`config.mk`:
```
export PLATFORM = sky130hd
export DESIGN_NAME = dual_gamepad_serial_poller
export DESIGN_NICKNAME = d
export VERILOG_FILES = /design/src/rtl/dgsp_pkg.sv /design/src/rtl/dual_gamepad_serial_poller.sv /design/src/rtl/dgsp_seq.sv /design/src/rtl/dgsp_outq.sv
export SDC_FILE = /design/constraint.sdc
export NUM_CORES = 1
export LEC_CHECK = 0
export BUFFER_PORTS_ARGS = -buffer_cell sky130_fd_sc_hd__buf_2
export CAP_MARGIN = 10
export CORE_MARGIN = 10
export CORE_UTILIZATION = 47
export CTS_BUF_LIST = sky130_fd_sc_hd__clkbuf_8
export DETAILED_ROUTE_END_ITERATION = 16
export PLACE_DENSITY = 0.67
export SLEW_MARGIN = 20
export SYNTH_ARGS = -nofsm -noshare
export SYNTH_HDL_FRONTEND = slang
export SYNTH_SLANG_ARGS = --single-unit
```
`constraint.sdc`:
```
create_clock -name clk -period 9.55 [get_ports clk]
set_clock_uncertainty 0.1 [all_clocks]
set_input_delay 0.4775 -clock clk [delete_from_list [all_inputs] [get_ports clk]]
set_output_delay 0.4775 -clock clk [all_outputs]
set_load 0.05 [all_outputs]
```
`src/rtl/dgsp_pkg.sv`:
```
// Shared types, constants and the poll command table for the dual gamepad poller.
// Has no dependencies; every other file in rtl/ imports it.
`timescale 1ns / 1ps
`default_nettype none

package dgsp_pkg;

  // Configuration register indexes.
  localparam logic [1:0] REG_CLOCK_LOW  = 2'd0;
  localparam logic [1:0] REG_CLOCK_HIGH = 2'd1;
  localparam logic [1:0] REG_BYTE_GAP   = 2'd2;

  localparam logic [7:0] RST_CLOCK_LOW  = 8'd4;
  localparam logic [7:0] RST_CLOCK_HIGH = 8'd0;
  localparam logic [7:0] RST_BYTE_GAP   = 8'd3;

  // Bytes of each pad that are kept, and the width of an index into them.
  localparam int unsigned STORED_BYTES = 5;
  localparam int unsigned RX_W         = 3;

  localparam logic [7:0] HDR_BYTE0 = 8'hFF;
  localparam logic [7:0] HDR_BYTE1 = 8'h41;
  localparam logic [7:0] HDR_BYTE2 = 8'h5A;

  localparam logic [7:0] CMD_BYTE0 = 8'h01;
  localparam logic [7:0] CMD_BYTE1 = 8'h42;
  localparam logic [7:0] CMD_BYTE2 = 8'h00;
  localparam logic [7:0] CMD_FILL  = 8'hFF;

  typedef enum logic [2:0] {
    PH_IDLE,
    PH_LEAD,
    PH_LOW,
    PH_HIGH,
    PH_GAP
  } phase_t;

  // One result item; the last member sits in the lowest bits.
  typedef struct packed {
    logic        any_change;
    logic [31:0] released_mask;
    logic [31:0] pressed_mask;
    logic [31:0] held_mask;
    logic        pad_two_valid;
    logic        pad_one_valid;
    logic        done_res;
    logic        busy_res;
    logic        attention_pin;
    logic        command_pin;
    logic        clock_pin;
  } result_t;

  localparam int unsigned RESULT_W = $bits(result_t);

  // Command byte sent at a given frame position; bytes past the table are all ones.
  function automatic logic [7:0] command_byte(input logic [4:0] idx);
    logic [7:0] val;
    case (idx)
      5'd0:    val = CMD_BYTE0;
      5'd1:    val = CMD_BYTE1;
      5'd2:    val = CMD_BYTE2;
      default: val = CMD_FILL;
    endcase
    return val;
  endfunction

  function automatic logic header_ok(input logic [7:0] b0, input logic [7:0] b1,
                                     input logic [7:0] b2);
    return (b0 == HDR_BYTE0) && (b1 == HDR_BYTE1) && (b2 == HDR_BYTE2);
  endfunction

endpackage

`default_nettype wire

```
`src/rtl/dual_gamepad_serial_poller.sv`:
```
// Top level of the dual gamepad serial poller: tick stream in, pin and button results out.
// Instantiates dgsp_seq and dgsp_outq; uses dgsp_pkg.
//
//   Channel  Direction  Payload
//   in_      slave      tuser: op; tdata: data_pad_one, data_pad_two
//   out_     master     tdata: pins, status, header flags, button masks
//   cfg_     write      index 0 clock low, 1 clock high, 2 byte gap
//
// One tick request is accepted every cycle while the queue has space; its result is
// registered in the queue before it leaves. The sequencer update for a tick is
// combinational; a two-entry result queue lets in_tready stay high until both
// entries are held by a stalled output. Reset is synchronous and active low;
// no clearing pass follows it. Configuration writes take effect on the next accepted tick.
`timescale 1ns / 1ps
`default_nettype none

module dual_gamepad_serial_poller
  import dgsp_pkg::*;
#(
  parameter int unsigned FRAME_BYTES = 5
) (
  input  wire logic         clk,
  input  wire logic         rst_n,
  input  wire logic         in_tvalid,
  output logic              in_tready,
  input  wire logic [7:0]   in_tdata,   // [0] data_pad_one, [1] data_pad_two, rest zero
  input  wire logic         in_tuser,   // [0] op
  output logic              out_tvalid,
  input  wire logic         out_tready,
  output logic [103:0]      out_tdata,  // [0] clock_pin, [1] command_pin, [2] attention_pin,
                                        // [3] busy_res, [4] done_res, [5] pad_one_valid,
                                        // [6] pad_two_valid, [38:7] held_mask,
                                        // [70:39] pressed_mask, [102:71] released_mask,
                                        // [103] any_change
  input  wire logic         cfg_we,
  input  wire logic [1:0]   cfg_index,
  input  wire logic [7:0]   cfg_wdata
);

  logic    step;
  result_t tick_res;
  result_t q_data;

  assign step = in_tvalid && in_tready;

  dgsp_seq #(
    .FRAME_BYTES(FRAME_BYTES)
  ) u_seq (
    .clk      (clk),
    .rst_n    (rst_n),
    .cfg_we   (cfg_we),
    .cfg_index(cfg_index),
    .cfg_wdata(cfg_wdata),
    .step     (step),
    .op       (in_tuser),
    .data_one (in_tdata[0]),
    .data_two (in_tdata[1]),
    .res      (tick_res)
  );

  dgsp_outq u_outq (
    .clk      (clk),
    .rst_n    (rst_n),
    .push     (step),
    .push_data(tick_res),
    .space    (in_tready),
    .out_valid(out_tvalid),
    .out_ready(out_tready),
    .out_data (q_data)
  );

  assign out_tdata = 104'(q_data);

endmodule

`default_nettype wire

```
`src/rtl/dgsp_seq.sv`:
```
// Frame sequencer: configuration registers, bit and byte timing, receive shifters
// and the button word evaluation. Uses dgsp_pkg.
`timescale 1ns / 1ps
`default_nettype none

module dgsp_seq
  import dgsp_pkg::*;
#(
  parameter int unsigned FRAME_BYTES = 5
) (
  input  wire logic       clk,
  input  wire logic       rst_n,
  input  wire logic       cfg_we,
  input  wire logic [1:0] cfg_index,
  input  wire logic [7:0] cfg_wdata,
  input  wire logic       step,
  input  wire logic       op,
  input  wire logic       data_one,
  input  wire logic       data_two,
  output result_t         res
);

  localparam int unsigned BI_W = $clog2(FRAME_BYTES);

  logic [7:0]      clock_low_r, clock_high_r, byte_gap_r;

  phase_t          phase_r, phase_nxt;
  logic [BI_W-1:0] byte_index_r, byte_index_nxt;
  logic [2:0]      bit_index_r, bit_index_nxt;
  logic [7:0]      tick_timer_r, tick_timer_nxt;
  logic [7:0]      shift_one_r, shift_one_nxt;
  logic [7:0]      shift_two_r, shift_two_nxt;
  logic [31:0]     button_r, button_nxt;
  logic [31:0]     prev_button_r, prev_button_nxt;
  logic [1:0]      valid_r, valid_nxt;
  logic            done_nxt;

  logic [7:0]      rx_one_r [STORED_BYTES];
  logic [7:0]      rx_two_r [STORED_BYTES];
  logic            rx_we;
  logic [RX_W-1:0] rx_addr;

  always_ff @(posedge clk) begin
    if (!rst_n) begin
      clock_low_r  <= RST_CLOCK_LOW;
      clock_high_r <= RST_CLOCK_HIGH;
      byte_gap_r   <= RST_BYTE_GAP;
    end else if (cfg_we) begin
      case (cfg_index)
        REG_CLOCK_LOW:  clock_low_r  <= cfg_wdata;
        REG_CLOCK_HIGH: clock_high_r <= cfg_wdata;
        REG_BYTE_GAP:   byte_gap_r   <= cfg_wdata;
        default:        ;
      endcase
    end
  end

  // Next state for one tick.
  always_comb begin
    logic [8:0]      tick_inc;
    logic [8:0]      low_len;
    logic [BI_W:0]   bi_inc;
    logic            byte_end;
    tick_inc = {1'b0, tick_timer_r} + 9'd1;
    low_len  = (clock_low_r == 8'd0) ? 9'd1 : {1'b0, clock_low_r};
    bi_inc   = {1'b0, byte_index_r} + {{BI_W{1'b0}}, 1'b1};
    byte_end = 1'b0;

    phase_nxt       = phase_r;
    byte_index_nxt  = byte_index_r;
    bit_index_nxt   = bit_index_r;
    tick_timer_nxt  = tick_timer_r;
    shift_one_nxt   = shift_one_r;
    shift_two_nxt   = shift_two_r;
    button_nxt      = button_r;
    prev_button_nxt = prev_button_r;
    valid_nxt       = valid_r;
    done_nxt        = 1'b0;
    rx_we           = 1'b0;
    rx_addr         = RX_W'(byte_index_r);

    case (phase_r)
      PH_IDLE: begin
        if (op) begin
          byte_index_nxt = '0;
          if (byte_gap_r != 8'd0) begin
            phase_nxt      = PH_LEAD;
            tick_timer_nxt = 8'd0;
          end else begin
            phase_nxt      = PH_LOW;
            bit_index_nxt  = 3'd0;
            shift_one_nxt  = 8'd0;
            shift_two_nxt  = 8'd0;
            tick_timer_nxt = 8'd0;
          end
        end
      end
      PH_LEAD: begin
        if (tick_inc >= {1'b0, byte_gap_r}) begin
          phase_nxt      = PH_LOW;
          bit_index_nxt  = 3'd0;
          shift_one_nxt  = 8'd0;
          shift_two_nxt  = 8'd0;
          tick_timer_nxt = 8'd0;
        end else begin
          tick_timer_nxt = tick_inc[7:0];
        end
      end
      PH_LOW: begin
        if (tick_inc >= low_len) begin
          shift_one_nxt  = shift_one_r | (8'(data_one) << bit_index_r);
          shift_two_nxt  = shift_two_r | (8'(data_two) << bit_index_r);
          rx_we          = (bit_index_r == 3'd7) && (5'(byte_index_r) < 5'(STORED_BYTES));
          phase_nxt      = PH_HIGH;
          tick_timer_nxt = 8'd0;
        end else begin
          tick_timer_nxt = tick_inc[7:0];
        end
      end
      PH_HIGH: begin
        if (tick_inc > {1'b0, clock_high_r}) begin
          if (bit_index_r != 3'd7) begin
            bit_index_nxt  = bit_index_r + 3'd1;
            phase_nxt      = PH_LOW;
            tick_timer_nxt = 8'd0;
          end else if (byte_gap_r != 8'd0) begin
            phase_nxt      = PH_GAP;
            tick_timer_nxt = 8'd0;
          end else begin
            byte_end = 1'b1;
          end
        end else begin
          tick_timer_nxt = tick_inc[7:0];
        end
      end
      PH_GAP: begin
        if (tick_inc >= {1'b0, byte_gap_r}) begin
          byte_end = 1'b1;
        end else begin
          tick_timer_nxt = tick_inc[7:0];
        end
      end
      default: begin
        phase_nxt      = PH_IDLE;
        tick_timer_nxt = 8'd0;
      end
    endcase

    // End of a byte: either the next byte starts or the frame is closed.
    if (byte_end) begin
      if (bi_inc >= (BI_W + 1)'(FRAME_BYTES)) begin
        prev_button_nxt = button_r;
        button_nxt      = {rx_two_r[4], rx_two_r[3], rx_one_r[4], rx_one_r[3]};
        valid_nxt       = {header_ok(rx_two_r[0], rx_two_r[1], rx_two_r[2]),
                           header_ok(rx_one_r[0], rx_one_r[1], rx_one_r[2])};
        phase_nxt       = PH_IDLE;
        tick_timer_nxt  = 8'd0;
        byte_index_nxt  = '0;
        bit_index_nxt   = 3'd0;
        done_nxt        = 1'b1;
      end else begin
        byte_index_nxt = bi_inc[BI_W-1:0];
        phase_nxt      = PH_LOW;
        bit_index_nxt  = 3'd0;
        shift_one_nxt  = 8'd0;
        shift_two_nxt  = 8'd0;
        tick_timer_nxt = 8'd0;
      end
    end
  end

  // Pin levels and masks as they stand after this tick.
  always_comb begin
    logic [31:0] changed;
    logic [7:0]  cmd_byte;
    changed  = prev_button_nxt ^ button_nxt;
    cmd_byte = command_byte(5'(byte_index_nxt));

    res.clock_pin     = (phase_nxt != PH_LOW);
    res.command_pin   = ((phase_nxt == PH_LOW) || (phase_nxt == PH_HIGH)) ?
                        cmd_byte[bit_index_nxt] : 1'b1;
    res.attention_pin = (phase_nxt == PH_IDLE);
    res.busy_res      = (phase_nxt != PH_IDLE);
    res.done_res      = done_nxt;
    res.pad_one_valid = valid_nxt[0];
    res.pad_two_valid = valid_nxt[1];
    res.held_mask     = ~button_nxt;
    res.pressed_mask  = changed & ~button_nxt;
    res.released_mask = changed & ~prev_button_nxt;
    res.any_change    = (changed != 32'd0);
  end

  always_ff @(posedge clk) begin
    if (!rst_n) begin
      phase_r       <= PH_IDLE;
      byte_index_r  <= '0;
      bit_index_r   <= 3'd0;
      tick_timer_r  <= 8'd0;
      shift_one_r   <= 8'd0;
      shift_two_r   <= 8'd0;
      button_r      <= '1;
      prev_button_r <= '1;
      valid_r       <= 2'b00;
    end else if (step) begin
      phase_r       <= phase_nxt;
      byte_index_r  <= byte_index_nxt;
      bit_index_r   <= bit_index_nxt;
      tick_timer_r  <= tick_timer_nxt;
      shift_one_r   <= shift_one_nxt;
      shift_two_r   <= shift_two_nxt;
      button_r      <= button_nxt;
      prev_button_r <= prev_button_nxt;
      valid_r       <= valid_nxt;
    end
  end

  // Received bytes carry no reset; every frame writes them before they are read.
  always_ff @(posedge clk) begin
    if (step && rx_we) begin
      rx_one_r[rx_addr] <= shift_one_nxt;
      rx_two_r[rx_addr] <= shift_two_nxt;
    end
  end

  a_idle_clean: assert property (@(posedge clk) disable iff (!rst_n)
    (phase_r == PH_IDLE) |-> (tick_timer_r == 8'd0) && (bit_index_r == 3'd0))
    else $error("idle phase with running counters");

  a_done_to_idle: assert property (@(posedge clk) disable iff (!rst_n)
    (step && res.done_res) |=> (phase_r == PH_IDLE))
    else $error("frame completed but sequencer not idle");

  a_clock_in_frame: assert property (@(posedge clk) disable iff (!rst_n)
    (!res.clock_pin) |-> (res.busy_res && !res.attention_pin))
    else $error("serial clock low outside a frame");

endmodule

`default_nettype wire

```
`src/rtl/dgsp_outq.sv`:
```
// Two-entry result queue that decouples the tick input from the result output.
// Uses dgsp_pkg for the result type.
`timescale 1ns / 1ps
`default_nettype none

module dgsp_outq
  import dgsp_pkg::*;
(
  input  wire logic clk,
  input  wire logic rst_n,
  input  wire logic push,
  input  result_t   push_data,
  output logic      space,
  output logic      out_valid,
  input  wire logic out_ready,
  output result_t   out_data
);

  result_t    slot_r [2];
  logic       wr_ptr_r, rd_ptr_r;
  logic [1:0] count_r;
  logic       pop;

  assign space     = (count_r != 2'd2);
  assign out_valid = (count_r != 2'd0);
  assign out_data  = slot_r[rd_ptr_r];
  assign pop       = out_valid && out_ready;

  always_ff @(posedge clk) begin
    if (push) begin
      slot_r[wr_ptr_r] <= push_data;
    end
  end

  always_ff @(posedge clk) begin
    if (!rst_n) begin
      wr_ptr_r <= 1'b0;
      rd_ptr_r <= 1'b0;
      count_r  <= 2'd0;
    end else begin
      if (push) begin
        wr_ptr_r <= ~wr_ptr_r;
      end
      if (pop) begin
        rd_ptr_r <= ~rd_ptr_r;
      end
      case ({push, pop})
        2'b10:   count_r <= count_r + 2'd1;
        2'b01:   count_r <= count_r - 2'd1;
        default: ;
      endcase
    end
  end

  a_no_overflow: assert property (@(posedge clk) disable iff (!rst_n)
    (count_r == 2'd2) |-> !push)
    else $error("request pushed into a full result queue");

endmodule

`default_nettype wire
```
==> results.md, run 1 <==
- Tightest Hold Check Type: in2reg
- Area growth syn-to-layout: 13.2%
- ANT cells: 0
- Synth Instances: 1369
- Vias per inst: 5.32
- CP Capture Type: register
- Worst path top cell family by delay: adder cells
- WS Path Type: reg2reg
- Final Cycle Share: 62.5%
- Share of the synthesized area in the top cell type: between 40% and 50%
- Clock Latency Late Sink: 0.63 ns
- Die ar.: 46900 um2
- Post-CTS setup buffers: 0
- Final Max Slew Viols: 0
- Minimum clock period: 5.97 ns
- Peak VDD IR: 0.000128 V
- Cells on worst reg2reg path: 16
- Leading area contributor after synthesis: edfxtp_1
- Die Ht: 217 um
- Static Leak: 7.72 nW
- CTS tree: built
- RSZ-0062 raised after global routing: no
- Crit Reg-Reg Startpoint: u_seq.tick_timer_r[0]
- DRT Pass-1 Iters: 5
- Netlist cell types: 71
- Max-Cap Viols: 0
- GPL Wtd Cong: 0.838
- Overflow after GRT: 0
- Buffer depth of the longest clock path: 3
- Routed WL: 38100 um
- IO Pins: 130
- Warnings from Yosys: 0
- Clock sink count: 416
- Post-synth ARST share: 0%
- Register area: approximately 11000 um2
- Levels on crit path: 16
- Final cell count without fillers: 2072
- Placed Cells: 1946
- Antenna Violating Nets Remaining: 0
- Max frequency: 0.168 GHz
- Post-synth EDFFs: approximately 290
- Root buffer cell: clkbuf_8
- Predominant post-synthesis flop cell: edfxtp_1
- Outcome: completed
- Slew HR: 28.1%
- Setup_tns: 0 ns
- Cell Rows: a little over 70
- Core Area: approximately 38000 um2
- Filler instances: around 3200
- Yosys reg bits: 416
- Reg-to-reg endpoint: u_outq.slot_r[0][103]
- Final Hold Vio Count: 0
- Die Wd: 217 um
- Hold path cells: 3
- Commonest non-fill, non-tap cell in the layout: edfxtp_1
- CP max stage delay: around 0.67 ns
- Level count of the clock H-tree: 3
- Tightest Pin Transition: 1.08 ns
- Pwr Density: 264 nW/um2
- Sequential area share after synthesis: 61.8%
- CTS Buf Count: 69
- Starting Density: 48.0%
- 1st-iter DRT viols: 770
- Clk slew on worst S/H paths: 0.06 ns
- Net count, final: around 1600
- CP Launch Type: register
- Crit path buf inv count: 2
- Most frequent cell on the critical path: ha_1
- Setup violators final: 0
- Port Buffers: 123
- Setup slack, reg-to-reg: 3.58 ns
- Post-cts sizing count: 0
- Most frequent cells in the layout: edfxtp_1 (288), dfxtp_1 (127), buf_2 (123)
- Critical Path AT: 6.20 ns
- Initial antenna violation count: 3
- WL/cell: 18.4 um
- Critical hold path startpoint: cfg_wdata[2]
- Average size of a mapped cell: 13.3 um2
- Largest net degree at the start of global routing: slightly above 100
- DR vias: approximately 11000
- Fin Hold WS: 0.0500 ns
- Synth top area cells: edfxtp_1 (48%), dfxtp_1 (14%), mux2_2 (6.5%)
- Mapped cell area: 18100 um2
- Crit path required time: 9.78 ns
- First-pass GRT wire length: slightly above 60000 um
- Critical path cell sequence: ha_1 -> xor2_1 -> ha_1 -> and4b_1 -> a211oi_1 -> maj3_2 -> a211o_1 -> a2111o_1 -> a21oi_4 -> buf_4 -> mux2i_1 -> inv_1 -> ha_1 -> nand4_1 -> nor4_1 -> nand2_1
- Crit-path slowest cell: nor4_1
- Hold Path End: u_seq.clock_low_r[2]
- # DRC: 0
- Multi-input gate area: 6320 um2
- GRT Total Usage: 16.1%
- Final HPWL DP: 24600 um
- Via count of the first global-routing pass: roughly 11000
- Maximum fanout along the worst path: 38
- Core Util, Final: between 50 and 60%
- Post-Syn Nets: around 1500
- Layout cells sized above 1: between 20% and 30%
-- synthesized netlist by cell type, drive strengths merged (7+ instances only) --
master   instances
edfxtp         288
dfxtp          128
nand2          117
mux2           107
inv             93
ha              89
mux2i           85
o211ai          68
clkbuf          54
nor2            42
nor2b           29
a21oi           25
a21boi          19
nand4           19
o2bb2ai         16
buf             14
and2            12
nand2b          12
nand3           12
o21ai           12
a22oi           10
a211oi           9
nor3             8
nor4             8
xnor2            8
a31oi            7
-- area by class of cell --
| cell class | count | area share, % |
|---|---|---|
| flip-flops and latches | 416 | 54.6 |
| multi-input cells | 791 | 30.8 |
| clock buffers | 73 | 4.89 |
| repair buffers | 135 | 3.45 |
| well taps | 511 | 3.11 |
| inverters | 94 | 1.73 |
| clock inverters | 52 | 1.45 |
-- worst max path at each step --
stage / from / end
2_1_floorplan: u_outq.count_r[0] / u_outq.slot_r[0][0]
6_report: u_seq.tick_timer_r[0] / u_outq.slot_r[0][103]
3_3_place_gp: u_seq.tick_timer_r[0] / u_outq.slot_r[0][103]
4_1_cts: u_seq.tick_timer_r[0] / u_outq.slot_r[0][103]
3_5_place_dp: u_seq.tick_timer_r[0] / u_outq.slot_r[1][103]
5_1_grt: u_seq.tick_timer_r[0] / u_outq.slot_r[0][103]
-- layer usage --
| metal | share of wire (%) | track usage [%] | up-vias |
|---|---|---|---|
| li1 | - | - | 5367 |
| met5 | 0.071 | 0 | - |
| met1 | 44 | 20.3 | 5343 |
| met4 | 1.9 | 5.31 | 4 |
| met2 | 48 | 26.6 | 236 |
| met3 | 5.3 | 4.12 | 64 |
-- cell families (layout without fill, tap and decap cells) --
family / Yosys count / after routing / share of synthesized area, %
adders and majority gates: 92 / 92 / 6.31
xor gates and xnor gates: 10 / 10 / 0.483
buffers and inverters: 162 / 354 / 3.57
DFF: 416 / 416 / 61.8
muxes: 192 / 192 / 11.3
and+or+nand+nor: 296 / 296 / 8.22
AOI/OAI and AO/OA: 201 / 201 / 8.31
-- worst reg2reg max path, stage by stage (launching register included) --
cell	delay, ns
dfxtp_1	0.58
ha_1	0.37
xor2_1	0.31
ha_1	0.21
and4b_1	0.20
a211oi_1	0.06
maj3_2	0.33
a211o_1	0.33
a2111o_1	0.49
a21oi_4	0.21
buf_4	0.57
mux2i_1	0.55
inv_1	0.09
ha_1	0.30
nand4_1	0.18
nor4_1	0.68
nand2_1	0.16
-- stage by stage --
| step | setup slack, ns | instance area, um2 | power [mW] |
|---|---|---|---|
| 4_1_cts | 3.57 | 20500 | 5.51 |
| 2_1_floorplan | 2.88 | 18100 | 3.60 |
| 3_3_place_gp | 3.68 | 19200 | 3.97 |
| 5_1_grt | 3.23 | 20500 | 5.69 |
| 3_5_place_dp | 3.57 | 19200 | 4.00 |
| 6_report | 3.58 | 20500 | 5.42 |
-- repair_timing --
action	in CTS	in global routing
endpoints found under the hold margin	1	0
hold buffers	1	0
endpoints found under the setup margin	0	0
-- state kept, by name, summed over array words and instances, names as in the netlist, 32 cells and up, named ones only --
name and count:
u_seq.rx_two_r 40, u_seq.prev_button_r 32, u_outq.slot_r 208, u_seq.button_r 32, u_seq.rx_one_r 40
-- where the power goes --
part	total (mW)	switching, mW	internal, mW	leakage, nW
Combinational	1.63	1.17	0.457	3.14
Clock	1.48	0.713	0.772	0.754
Sequential	2.31	0.105	2.21	3.82
Note: power is estimated with default switching activity, not from simulation.
==> inputs of run 2 (changes only) <==
clock period = 5.5 ns   (was 9.55 ns; I/O delays follow)
==> results.md, run 2 (same netlist as run 1, synthesis figures left out) <==
- Routed WL: 38000 um
- Net count, final: 1655
- Vias per inst: 5.32
- Final HPWL DP: 25100 um
- Via count of the first global-routing pass: around 11000
- CP Launch Type: register
- Final Max Slew Viols: 0
- Metal2 WL: approximately 19000 um
- Minimum clock period: about 5.1 ns
- DRT Pass-1 Iters: 5
- Largest register FFs: 208
- Psw: 3.42 mW
- IO Pins: 130
- Cell Rows: 71
- Tightest Pin Transition: about 0.96 ns
- Cell Int Power: 6.00 mW
- Final Cycle Share: 92.1%
- Static Leak: 7.86 nW
- Clock Latency Late Sink: 0.59 ns
- Final non-filler cell area: about 21000 um2
- DR WL met3: between 1500 and 2000 um
- Buffer depth of the longest clock path: 3
- Slew HR: roughly 36%
- Outcome: completed
- Crit path required time: 5.71 ns
- Sequential power share: 42.5%
- Level count of the clock H-tree: 3
- First-pass GRT wire length: 60800 um
- 1st-iter DRT viols: 574
- Setup violators final: 0
- Core Area: about 38000 um2
- WL/cell: 18.0 um
- CTS Buf Count: 69
- Initial antenna violation count: 2
- Clock power frac: 26.7%
- Wl on met1: 16800 um
- WS Path Type: reg2reg
- Port Buffers: 123
- Maximum fanout along the worst path: 36
- ANT cells: 0
- # DRC: 0
- Area growth syn-to-layout: 14.9%
- Overflow after GRT: 0
- Peak VDD IR: 0.000215 V
- DR vias: between 10000 and 15000
- Largest registers: u_outq.slot_r (208), u_seq.rx_one_r (40), u_seq.rx_two_r (40)
- Critical Path AT: 5.28 ns
- Layout cells sized above 1: 23.4%
- Die ar.: 46900 um2
- Setup_tns: 0 ns
- Largest register by flop count: u_outq.slot_r
- Core Util, Final: 55.1%
- Clk slew on worst S/H paths: approximately 0.060 ns
- Largest net degree at the start of global routing: 83
- Die Wd: 217 um
- GRT Total Usage: between 15 and 20%
- Most frequent cells in the layout: edfxtp_1 (288), dfxtp_1 (126), buf_2 (122)
- Clock sink count: 416
- Switch share: 36.3%
- GPL Wtd Cong: about 0.83
- Root buffer cell: clkbuf_8
- Area of placed instances: 19500 um2
- RSZ-0062 raised after global routing: no
- Max frequency: 0.197 GHz
- Max-Cap Viols: 0
- Starting Density: a little under half
- Power share of the combinational group: between 30 and 40%
- Highest metal used: met5
- Commonest non-fill, non-tap cell in the layout: edfxtp_1
- Tightest Hold Check Type: in2reg
- Final Hold Vio Count: 0
- Die Ht: 217 um
- Post-CTS setup buffers: 0
- Pwr Density: between 400 and 500 nW/um2
- CTS tree: built
- CP Capture Type: register
- Antenna Violating Nets Remaining: 0
==> run 2: cell count changes in the layout (fill, tap and decap cells not counted), sizes merged <==
cell / previous run / this run
buf: 134 / 161
clkinv: 18 / 20
clkbuf: 73 / 77
bufinv: 2 / 1
inv: 124 / 120
dlygate4sd3: 1 / 9
==> run 2: metrics by stage <==
| stage | hold WS (ns) | worst slack, ns | std cells | power [mW] |
|---|---|---|---|---|
| 2_1_floorplan | 0.300 | 0.203 | 1369 | 6.24 |
| 3_3_place_gp | 0.345 | 0.391 | 1973 | 6.95 |
| 3_5_place_dp | 0.347 | 0.269 | 1973 | 7.00 |
| 4_1_cts | 0.0125 | 0.237 | 2108 | 9.55 |
| 5_1_grt | 0.0867 | 0.0757 | 2108 | 9.89 |
| 6_report | 0.0573 | 0.434 | 2108 | 9.42 |
==> run 2: power groups by stage <==
stage / combinational [mW] / clock (mW) / sequential (mW)
floorplan: 2.24 / 0 / 4.00
global placement: 2.89 / 0 / 4.05
detailed placement: 2.92 / 0 / 4.08
CTS: 2.94 / 2.60 / 4.01
global route: 3.09 / 2.74 / 4.05
finish: 2.89 / 2.52 / 4.01
==> run 2: worst max-delay path: stages (launching register included) <==
cell,delay (ns)
dfxtp_2,0.45
ha_1,0.33
xor2_1,0.31
ha_1,0.21
and4b_1,0.21
a211oi_1,0.06
maj3_2,0.32
a211o_1,0.32
a2111o_1,0.48
a21oi_4,0.27
buf_12,0.31
mux2i_1,0.29
inv_1,0.07
ha_1,0.30
nand4_1,0.18
nor4_1,0.33
buf_4,0.18
nand2_1,0.07
==> run 2: layout make-up <==
cell class	instances	area (um2)
Fill cell	3230	17000
Timing Repair Buffer	170	1020
Multi-Input combinational cell	791	6330
Clock buffer	77	1060
Sequential cell	416	11200
Clock inverter	49	240
Inverter	94	355
Tap cell	511	639
==> run 2: layer usage <==
layer  GRT usage (%)  vias to the layer above
met2            26.5                      225
met4            5.36                        4
met3            3.66                       58
li1                -                     5420
met5               0                        -
met1            20.3                     5498
==> run 2: final timing paths <==
kind | startpoint | endpoint | slack (ns) | cells after the start
setup / recovery | u_seq.tick_timer_r[0] | u_outq.slot_r[0][103] | 0.43 | 17
hold reg to reg | u_seq.shift_two_r[0] | u_seq.shift_two_r[0] | 0.36 | 1
hold / removal | in_tdata[0] | u_seq.shift_one_r[0] | 0.06 | 5
setup reg to reg | u_seq.tick_timer_r[0] | u_outq.slot_r[0][103] | 0.43 | 17
==> run 2: what timing repair did <==
item / CTS / global route
resized for setup: 0 / 4
setup endpoints to repair: 0 / 2
hold endpoints to repair: 51 / 0
hold buffers: 9 / 0
